===== src/rtl/iowa_pkg.sv =====
// Shared types and constants for the IPv4 per-octet wildcard permit-list unit.
// Depends on nothing; every other file of the block imports it.
package iowa_pkg;

	localparam int unsigned RULES_PER_LIST_DEF = 16;
	localparam int unsigned NUM_LISTS          = 2;

	// Command codes carried in the command field of an input beat.
	typedef enum logic [1:0] {
		CMD_ADD   = 2'd0,
		CMD_CHECK = 2'd1,
		CMD_CLEAR = 2'd2
	} cmd_t;

	typedef enum logic {
		ST_IDLE,
		ST_SCAN
	} state_t;

	typedef struct packed {
		logic [1:0]  command;
		logic        list_select;
		logic [31:0] address;
		logic [3:0]  wildcard_mask;
	} acl_item_t;

	typedef struct packed {
		logic       allowed;
		logic [3:0] matched_rule;
		logic       status;
	} acl_result_t;

	// One stored rule: the pattern and its per-octet wildcard bits.
	typedef struct packed {
		logic [31:0] octets;
		logic [3:0]  wildcards;
	} rule_t;

endpackage


===== src/rtl/ipv4_octet_wildcard_acl_unit.sv =====
// Top level of the IPv4 per-octet wildcard permit-list unit.
// Depends on iowa_pkg, iowa_rule_mem, iowa_match and iowa_seq.
//
// Usage. The block keeps two permit lists, connect (list 0) and bind (list 1),
// each with up to RULES_PER_LIST rules. A command beat is taken at a rising
// edge where start is high and busy is low; it adds a rule, checks an address
// or clears both lists. Every beat gives exactly one result beat, shown on
// result for one cycle while done is high. The receiver cannot hold it off.
//
// Timing. Add, clear, an unused code and a check of an empty list answer in
// the cycle after the command beat; busy stays low, so a new beat may follow
// at once. A check walks the selected list one rule per cycle through the
// rule memory, whose read port is registered, and the one compare unit. It
// stops at the first hit. busy is high while the scan runs and low again
// with the result beat. The rule count sets the length of the walk, to which
// the registered read and the result register add.
//
// Reset. arst_n clears both rule counts and the sequencer; the rule memory
// itself is not cleared, since entries are read only after they are written.
module ipv4_octet_wildcard_acl_unit #(
	parameter int unsigned RULES_PER_LIST = iowa_pkg::RULES_PER_LIST_DEF
) (
	input  logic                  clk,
	input  logic                  arst_n,
	input  logic                  start,
	input  iowa_pkg::acl_item_t   item,
	output logic                  busy,
	output logic                  done,
	output iowa_pkg::acl_result_t result
);
	import iowa_pkg::*;

	localparam int unsigned DEPTH  = NUM_LISTS * RULES_PER_LIST;
	localparam int unsigned ADDR_W = $clog2(DEPTH);

	logic              wr_en;
	logic [ADDR_W-1:0] wr_addr;
	rule_t             wr_rule;
	logic              rd_en;
	logic [ADDR_W-1:0] rd_addr;
	rule_t             rd_rule;
	logic [31:0]       scan_address;
	logic              hit;

	// The sequencer owns the counts and the scan index; during a scan it issues
	// one read a cycle and judges the rule that its previous read returned.
	iowa_seq #(
		.RULES_PER_LIST(RULES_PER_LIST)
	) u_seq (
		.clk          (clk),
		.arst_n       (arst_n),
		.start        (start),
		.item         (item),
		.busy         (busy),
		.done         (done),
		.result       (result),
		.wr_en        (wr_en),
		.wr_addr      (wr_addr),
		.wr_rule      (wr_rule),
		.rd_en        (rd_en),
		.rd_addr      (rd_addr),
		.scan_address (scan_address),
		.hit          (hit)
	);

	// List 0 occupies the lower half of the memory, list 1 the upper half.
	iowa_rule_mem #(
		.RULES_PER_LIST(RULES_PER_LIST)
	) u_mem (
		.clk     (clk),
		.wr_en   (wr_en),
		.wr_addr (wr_addr),
		.wr_rule (wr_rule),
		.rd_en   (rd_en),
		.rd_addr (rd_addr),
		.rd_rule (rd_rule)
	);

	// Octets are compared as numbers; a wildcard octet always matches.
	iowa_match u_match (
		.rule    (rd_rule),
		.address (scan_address),
		.hit     (hit)
	);

endmodule


===== src/rtl/iowa_rule_mem.sv =====
// Rule storage for both permit lists: one write port, one registered read port.
// Depends on iowa_pkg for the rule entry type.
module iowa_rule_mem #(
	parameter int unsigned RULES_PER_LIST = iowa_pkg::RULES_PER_LIST_DEF,
	localparam int unsigned DEPTH  = iowa_pkg::NUM_LISTS * RULES_PER_LIST,
	localparam int unsigned ADDR_W = $clog2(DEPTH)
) (
	input  logic                clk,
	input  logic                wr_en,
	input  logic [ADDR_W-1:0]   wr_addr,
	input  iowa_pkg::rule_t     wr_rule,
	input  logic                rd_en,
	input  logic [ADDR_W-1:0]   rd_addr,
	output iowa_pkg::rule_t     rd_rule
);
	import iowa_pkg::*;

	rule_t mem_q [DEPTH];
	rule_t rd_q;

	always_ff @(posedge clk) begin
		if (wr_en) begin
			mem_q[wr_addr] <= wr_rule;
		end
	end

	always_ff @(posedge clk) begin
		if (rd_en) begin
			rd_q <= mem_q[rd_addr];
		end
	end

	assign rd_rule = rd_q;

endmodule


===== src/rtl/iowa_match.sv =====
// Shared compare unit: matches one stored rule against the address under test.
// Depends on iowa_pkg for the rule entry type.
module iowa_match (
	input  iowa_pkg::rule_t rule,
	input  logic [31:0]     address,
	output logic            hit
);
	import iowa_pkg::*;

	logic [3:0] octet_ok;

	// Bit 3 of the wildcard mask belongs to the first octet, bits 31:24.
	always_comb begin
		for (int k = 0; k < 4; k++) begin
			octet_ok[3-k] = rule.wildcards[3-k] ||
				(rule.octets[31-8*k -: 8] == address[31-8*k -: 8]);
		end
	end

	assign hit = &octet_ok;

endmodule


===== src/rtl/iowa_seq.sv =====
// Sequencer: takes command beats, keeps the rule counts, walks a list one rule
// per cycle through the rule memory and the compare unit. Depends on iowa_pkg.
module iowa_seq #(
	parameter int unsigned RULES_PER_LIST = iowa_pkg::RULES_PER_LIST_DEF,
	localparam int unsigned DEPTH  = iowa_pkg::NUM_LISTS * RULES_PER_LIST,
	localparam int unsigned ADDR_W = $clog2(DEPTH)
) (
	input  logic                  clk,
	input  logic                  arst_n,
	input  logic                  start,
	input  iowa_pkg::acl_item_t   item,
	output logic                  busy,
	output logic                  done,
	output iowa_pkg::acl_result_t result,
	output logic                  wr_en,
	output logic [ADDR_W-1:0]     wr_addr,
	output iowa_pkg::rule_t       wr_rule,
	output logic                  rd_en,
	output logic [ADDR_W-1:0]     rd_addr,
	output logic [31:0]           scan_address,
	input  logic                  hit
);
	import iowa_pkg::*;

	localparam int unsigned CNT_W = $clog2(RULES_PER_LIST + 1);
	localparam int unsigned IDX_W = (RULES_PER_LIST > 1) ? $clog2(RULES_PER_LIST) : 1;

	state_t              state_q, state_d;
	logic [CNT_W-1:0]    count_q [NUM_LISTS];
	acl_item_t           item_q;
	logic [CNT_W-1:0]    scan_idx_q;
	logic                cmp_vld_q;
	logic [IDX_W-1:0]    cmp_idx_q;
	logic                done_q;
	acl_result_t         result_q;

	logic                accept;
	logic                issue;
	logic                scan_end;
	logic                room;
	logic                go_scan;
	logic [CNT_W-1:0]    sel_count;
	logic [CNT_W-1:0]    scan_count;
	acl_result_t         imm_result;

	assign accept     = start && (state_q == ST_IDLE);
	assign sel_count  = count_q[item.list_select];
	assign scan_count = count_q[item_q.list_select];
	assign room       = sel_count < CNT_W'(RULES_PER_LIST);
	assign go_scan    = (item.command == CMD_CHECK) && (sel_count != '0);

	// Next state.
	always_comb begin
		state_d = state_q;
		unique case (state_q)
			ST_IDLE: begin
				if (accept && go_scan) begin
					state_d = ST_SCAN;
				end
			end
			ST_SCAN: begin
				if (scan_end) begin
					state_d = ST_IDLE;
				end
			end
			default: state_d = ST_IDLE;
		endcase
	end

	// Outputs and datapath control.
	always_comb begin
		busy     = 1'b0;
		issue    = 1'b0;
		scan_end = 1'b0;
		unique case (state_q)
			ST_IDLE: begin
				busy = 1'b0;
			end
			ST_SCAN: begin
				busy     = 1'b1;
				issue    = scan_idx_q < scan_count;
				scan_end = cmp_vld_q && (hit || !issue);
			end
			default: busy = 1'b0;
		endcase
	end

	assign rd_en   = issue;
	assign rd_addr = item_q.list_select
		? ADDR_W'(RULES_PER_LIST) + ADDR_W'(scan_idx_q[IDX_W-1:0])
		: ADDR_W'(scan_idx_q[IDX_W-1:0]);

	assign wr_en   = accept && (item.command == CMD_ADD) && room;
	assign wr_addr = item.list_select
		? ADDR_W'(RULES_PER_LIST) + ADDR_W'(sel_count[IDX_W-1:0])
		: ADDR_W'(sel_count[IDX_W-1:0]);
	assign wr_rule = '{octets: item.address, wildcards: item.wildcard_mask};

	assign scan_address = item_q.address;

	// Results that need no scan are known at the accepting edge.
	always_comb begin
		imm_result = '0;
		case (item.command)
			CMD_ADD: imm_result.status = !room;
			default: imm_result = '0;
		endcase
	end

	always_ff @(posedge clk or negedge arst_n) begin
		if (!arst_n) begin
			state_q    <= ST_IDLE;
			count_q    <= '{default: '0};
			scan_idx_q <= '0;
			cmp_vld_q  <= 1'b0;
			done_q     <= 1'b0;
		end else begin
			state_q <= state_d;
			done_q  <= (accept && !go_scan) || scan_end;
			if (accept) begin
				scan_idx_q <= '0;
				case (item.command)
					CMD_ADD: begin
						if (room) begin
							count_q[item.list_select] <= sel_count + CNT_W'(1);
						end
					end
					CMD_CLEAR: count_q <= '{default: '0};
					default: ;
				endcase
			end else if (issue) begin
				scan_idx_q <= scan_idx_q + CNT_W'(1);
			end
			cmp_vld_q <= (state_q == ST_SCAN) && !scan_end && issue;
		end
	end

	always_ff @(posedge clk) begin
		if (accept) begin
			item_q   <= item;
			result_q <= imm_result;
		end else if (scan_end) begin
			result_q.allowed      <= hit;
			result_q.matched_rule <= hit ? 4'(cmp_idx_q) : 4'd0;
			result_q.status       <= 1'b0;
		end
		cmp_idx_q <= scan_idx_q[IDX_W-1:0];
	end

	assign done   = done_q;
	assign result = result_q;

	a_done_idle: assert property (@(posedge clk) disable iff (!arst_n)
		done_q |-> state_q == ST_IDLE)
		else $error("result strobe while a scan is still running");

	a_cmp_in_scan: assert property (@(posedge clk) disable iff (!arst_n)
		cmp_vld_q |-> state_q == ST_SCAN)
		else $error("compare pending outside a scan");

	a_count_bound: assert property (@(posedge clk) disable iff (!arst_n)
		(count_q[0] <= CNT_W'(RULES_PER_LIST)) && (count_q[1] <= CNT_W'(RULES_PER_LIST)))
		else $error("rule count beyond list size");

	a_allow_ok: assert property (@(posedge clk) disable iff (!arst_n)
		done_q && result_q.allowed |-> !result_q.status)
		else $error("allowed check reports a dropped add");

	a_scan_ends: assert property (@(posedge clk) disable iff (!arst_n)
		scan_end |=> done_q && !busy)
		else $error("scan finished without a result beat");

endmodule

===== config.mk =====
export PLATFORM = sky130hd
export DESIGN_NAME = ipv4_octet_wildcard_acl_unit
export DESIGN_NICKNAME = d
export VERILOG_FILES = /design/src/rtl/iowa_pkg.sv /design/src/rtl/ipv4_octet_wildcard_acl_unit.sv /design/src/rtl/iowa_rule_mem.sv /design/src/rtl/iowa_match.sv /design/src/rtl/iowa_seq.sv
export SDC_FILE = /design/constraint.sdc
export NUM_CORES = 1
export LEC_CHECK = 0
export BUFFER_PORTS_ARGS = -buffer_cell sky130_fd_sc_hd__buf_2
export CAP_MARGIN = 20
export CORE_MARGIN = 3
export CORE_UTILIZATION = 25
export CTS_CLUSTER_SIZE = 14
export DETAILED_ROUTE_END_ITERATION = 16
export GPL_TIMING_DRIVEN = 0
export PLACE_DENSITY = 0.49
export SYNTH_ARGS = -nofsm -noshare
export SYNTH_HDL_FRONTEND = slang
export SYNTH_SLANG_ARGS = --single-unit

===== constraint.sdc =====
create_clock -name clk -period 4.5 [get_ports clk]
set_input_delay 0.675 -clock clk [delete_from_list [all_inputs] [get_ports clk]]
set_output_delay 0.675 -clock clk [all_outputs]
set_load 0.02 [all_outputs]

==> metrics.txt <==
Core Region=approximately 190,000 um2; fmax=~230 MHz; critical path data required time=roughly 5.0 ns; post-DR wirelength/cell=roughly 27 um; Sink Count=around 1,200; Root Buffer=clkbuf_16; VDD IR max=about 0.44 mV; count of pins over their slew limit=0; commonest non-fill, non-tap cell in the layout=edfxtp_1; Routability Congestion=around 0.74; CTS tree=yes; crit-path max FO=16; CP cell instances=clkbuf_1 > clkbuf_1 > buf_8 > buf_1 > mux4_2 > mux4_2 > mux2_2; post-route clock period utilization=around 95%; initial antenna violation count=20; Clk Latency, worst-skew pair=about 0.75 ns; row count=roughly 160; PostCTS Resize Cnt=0; Die W=between 400 and 500 um; Sequential cell area=approximately 37,000 um2; placed cells=between 4,000 and 5,000; critical path arrival=about 4.8 ns; DIE AREA=between 150,000 and 200,000 um2; Slew @ Worst Pin=between 1 and 1.5 ns; H-tree levels=4; Placement Setup Slack=about 0.026 ns; fillers=between 15,000 and 20,000; cell accounting for the most synthesized area=edfxtp_1; sequential element share of the synthesized area=78.6%; # setup viols final=0; DPL Wire Length=~84,000 um; DR vias/cell=4.56; commonest non-fill, non-tap cells in the layout=1,222 x edfxtp_1, 360 x mux4_2, 139 x clkbuf_16; DR DRC count=0; top cell type's share of synthesized area=slightly below 80%; vias after detailed routing=between 20,000 and 25,000; Post-synth top flop=edfxtp_1; clk_skew=~0.027 ns; Final min period=roughly 4.3 ns; RSZ-0062 raised after global routing=false; Antenna Nets Post-Route=0; DRT Pass-1 Iters=6; wirelength, routed=127,000 um; total power=0.0297 W; first-pass GRT wire length=about 180,000 um; initial core utilization=approximately a quarter; Die Height=approximately 440 um; final hold viol count=0; critical path's largest stage delay=just over 0.8 ns; Synth Instances=between 1,500 and 2,000; type of origin of the critical path=flop; All-Layer GR Usage=12.9%; met2 Use GR=about a fifth; Max-Cap Viols=0; clk buf depth=3; clk slew on worst S/H paths=0.06 ns; Initial DRC Count=roughly 2,700; type of the worst setup path=reg -> reg; Crit. End Element=flop; #FFs+latches synth=about 1,200; Post-Layout Inst Area=56,900 um2; DP Area=52,500 um2; FFs w/ async S/R, synth=under 10%; Top Usage Layer GRT=met2; Pwr Density=approximately 520 nW/um2; GR Util met3=slightly above 3%; CP max-delay cell=buf_1; vias in the first global route=22,776; Syn-to-layout area delta=19.7%; yosys warns=0; PnR worst setup slack=0.210 ns; Area contributors post-synth=edfxtp_1 77%, mux4_2 17%, dfrtp_1 0.95%, mux2_2 0.85%, xor2_1 0.61%; LEAKAGE=~17 nW; Num CTS Buffers=between 100 and 150; Post-Layout Cell Count=~4,800; synthesized cell area=about 47,000 um2; layout cells sized above 1=around 34%; M1 GR Usage=between 10% and 20%; area occupied by multi-input gates=approximately 10000 um2; Rel. slew slack=23.1%; grt total ovfl=0; PortBufs=between 40 and 50; Post-synth EDFFs=approximately 1,200; largest net degree at the start of global routing=34; io pins=50; Final nets=between 2,000 and 2,500; Distinct cells, synth=42; worst hold margin=0.123 ns; Post-Syn Nets=between 1,500 and 2,000; syn avg cell area=24.6 um2; Min-Delay Path Class=in -> reg; status=finished clean
## cell type report
| type | instances | area share [%] |
|---|---|---|
| repair buffers | 121 | 3.03 |
| clock inverters | 82 | 1.28 |
| diodes | 1 | 0.00440 |
| plain buffers | 89 | 0.728 |
| clock buffers | 162 | 6.27 |
| well taps | 2495 | 5.49 |
| flip-flops and latches | 1249 | 65.6 |
| multi-input cells | 583 | 17.5 |
| inverters | 7 | 0.0462 |
## cells by family (layout without fill, tap and decap cells)
kind of cell               Yosys count  in the layout  share of synthesized area, %
other                                0              1                             0
AOI/OAI and AO/OA                   37             37                         0.524
xor gates and xnor gates            34             34                         0.627
and+or+nand+nor                     97             97                         0.928
adders and majority gates            9              9                         0.237
muxes                              406            406                          18.1
buffers and inverters               97            461                         0.935
DFF                               1249           1249                          78.6
## repair_timing
item                                    4_1_cts  5_1_grt
buffers inserted                              0        0
endpoints found under the setup margin        1        0
hold buffers                                  1        0
endpoints found under the hold margin        18        0
## registers in the layout (all words and copies together) (netlist names)
signal	flops
u_seq.cmp_vld_q	1
u_seq.scan_address	32
u_mem.mem_q	1152
u_seq.item_q	1
u_mem.rd_rule	36
u_seq.cmp_idx_q	4
u_seq.done	1
u_seq.state_q	1
u_seq.scan_idx_q	5
u_seq.count_q	10
u_seq.result	6
## routing by layer
layer	vias to the layer above	routed length [um]
li1	8829	-
met1	11998	53900
met2	805	62500
met3	178	9120
met4	8	1890
met5	-	57
## where the power goes
group	leakage [nW]	internal [W]	total [W]	switching [W]
combinational	3.63	0.00259	0.00569	0.00309
clock	2.10	0.00615	0.0107	0.00456
sequential	11.3	0.0132	0.0133	0.000149
total	17.1	0.0219	0.0297	0.00780
## stage by stage
step | util, % | TNS [ns]
after floorplan | - | 0
after global routing | 30.2 | 0
after global placement | 27.0 | -2350.80
final | 30.2 | 0
after CTS | 30.2 | 0
after detailed placement | 27.9 | 0
## final timing paths
kind                            slack, ns  cells after the start                start             endpoint
worst max register to register       0.21                      7  u_seq.scan_idx_q[1]    u_mem.rd_rule[15]
worst min-delay path                 0.12                      1             item[36]     u_seq.item_q[36]
worst max-delay path                 0.21                      7  u_seq.scan_idx_q[1]    u_mem.rd_rule[15]
min in group asynchronous            0.41                      2               arst_n           u_seq.done
max in group asynchronous            3.78                      2               arst_n  u_seq.scan_idx_q[4]
worst min register to register       0.44                      1   u_seq.cmp_idx_q[1]      u_seq.result[2]
## critical path, delay by kind of cell, from the launching register on
family	cells	cell delay [ns]
flip-flops	1	0.53
buffers and inverters	4	2.19
multiplexers	3	1.27
## cell usage after synthesis, drive strengths merged, types with 3 or more instances
library cell,number
a21o,3
a21oi,8
and3,3
buf,48
clkbuf,42
dfrtp,18
dfxtp,9
edfxtp,1222
ha,9
inv,7
mux2,36
mux2i,10
mux4,360
nand2,24
nand3,7
nor2,41
nor4,8
o211ai,3
o21ai,9
o2bb2ai,4
o31ai,4
xor2,33
Power figures use the tool's default switching activity.
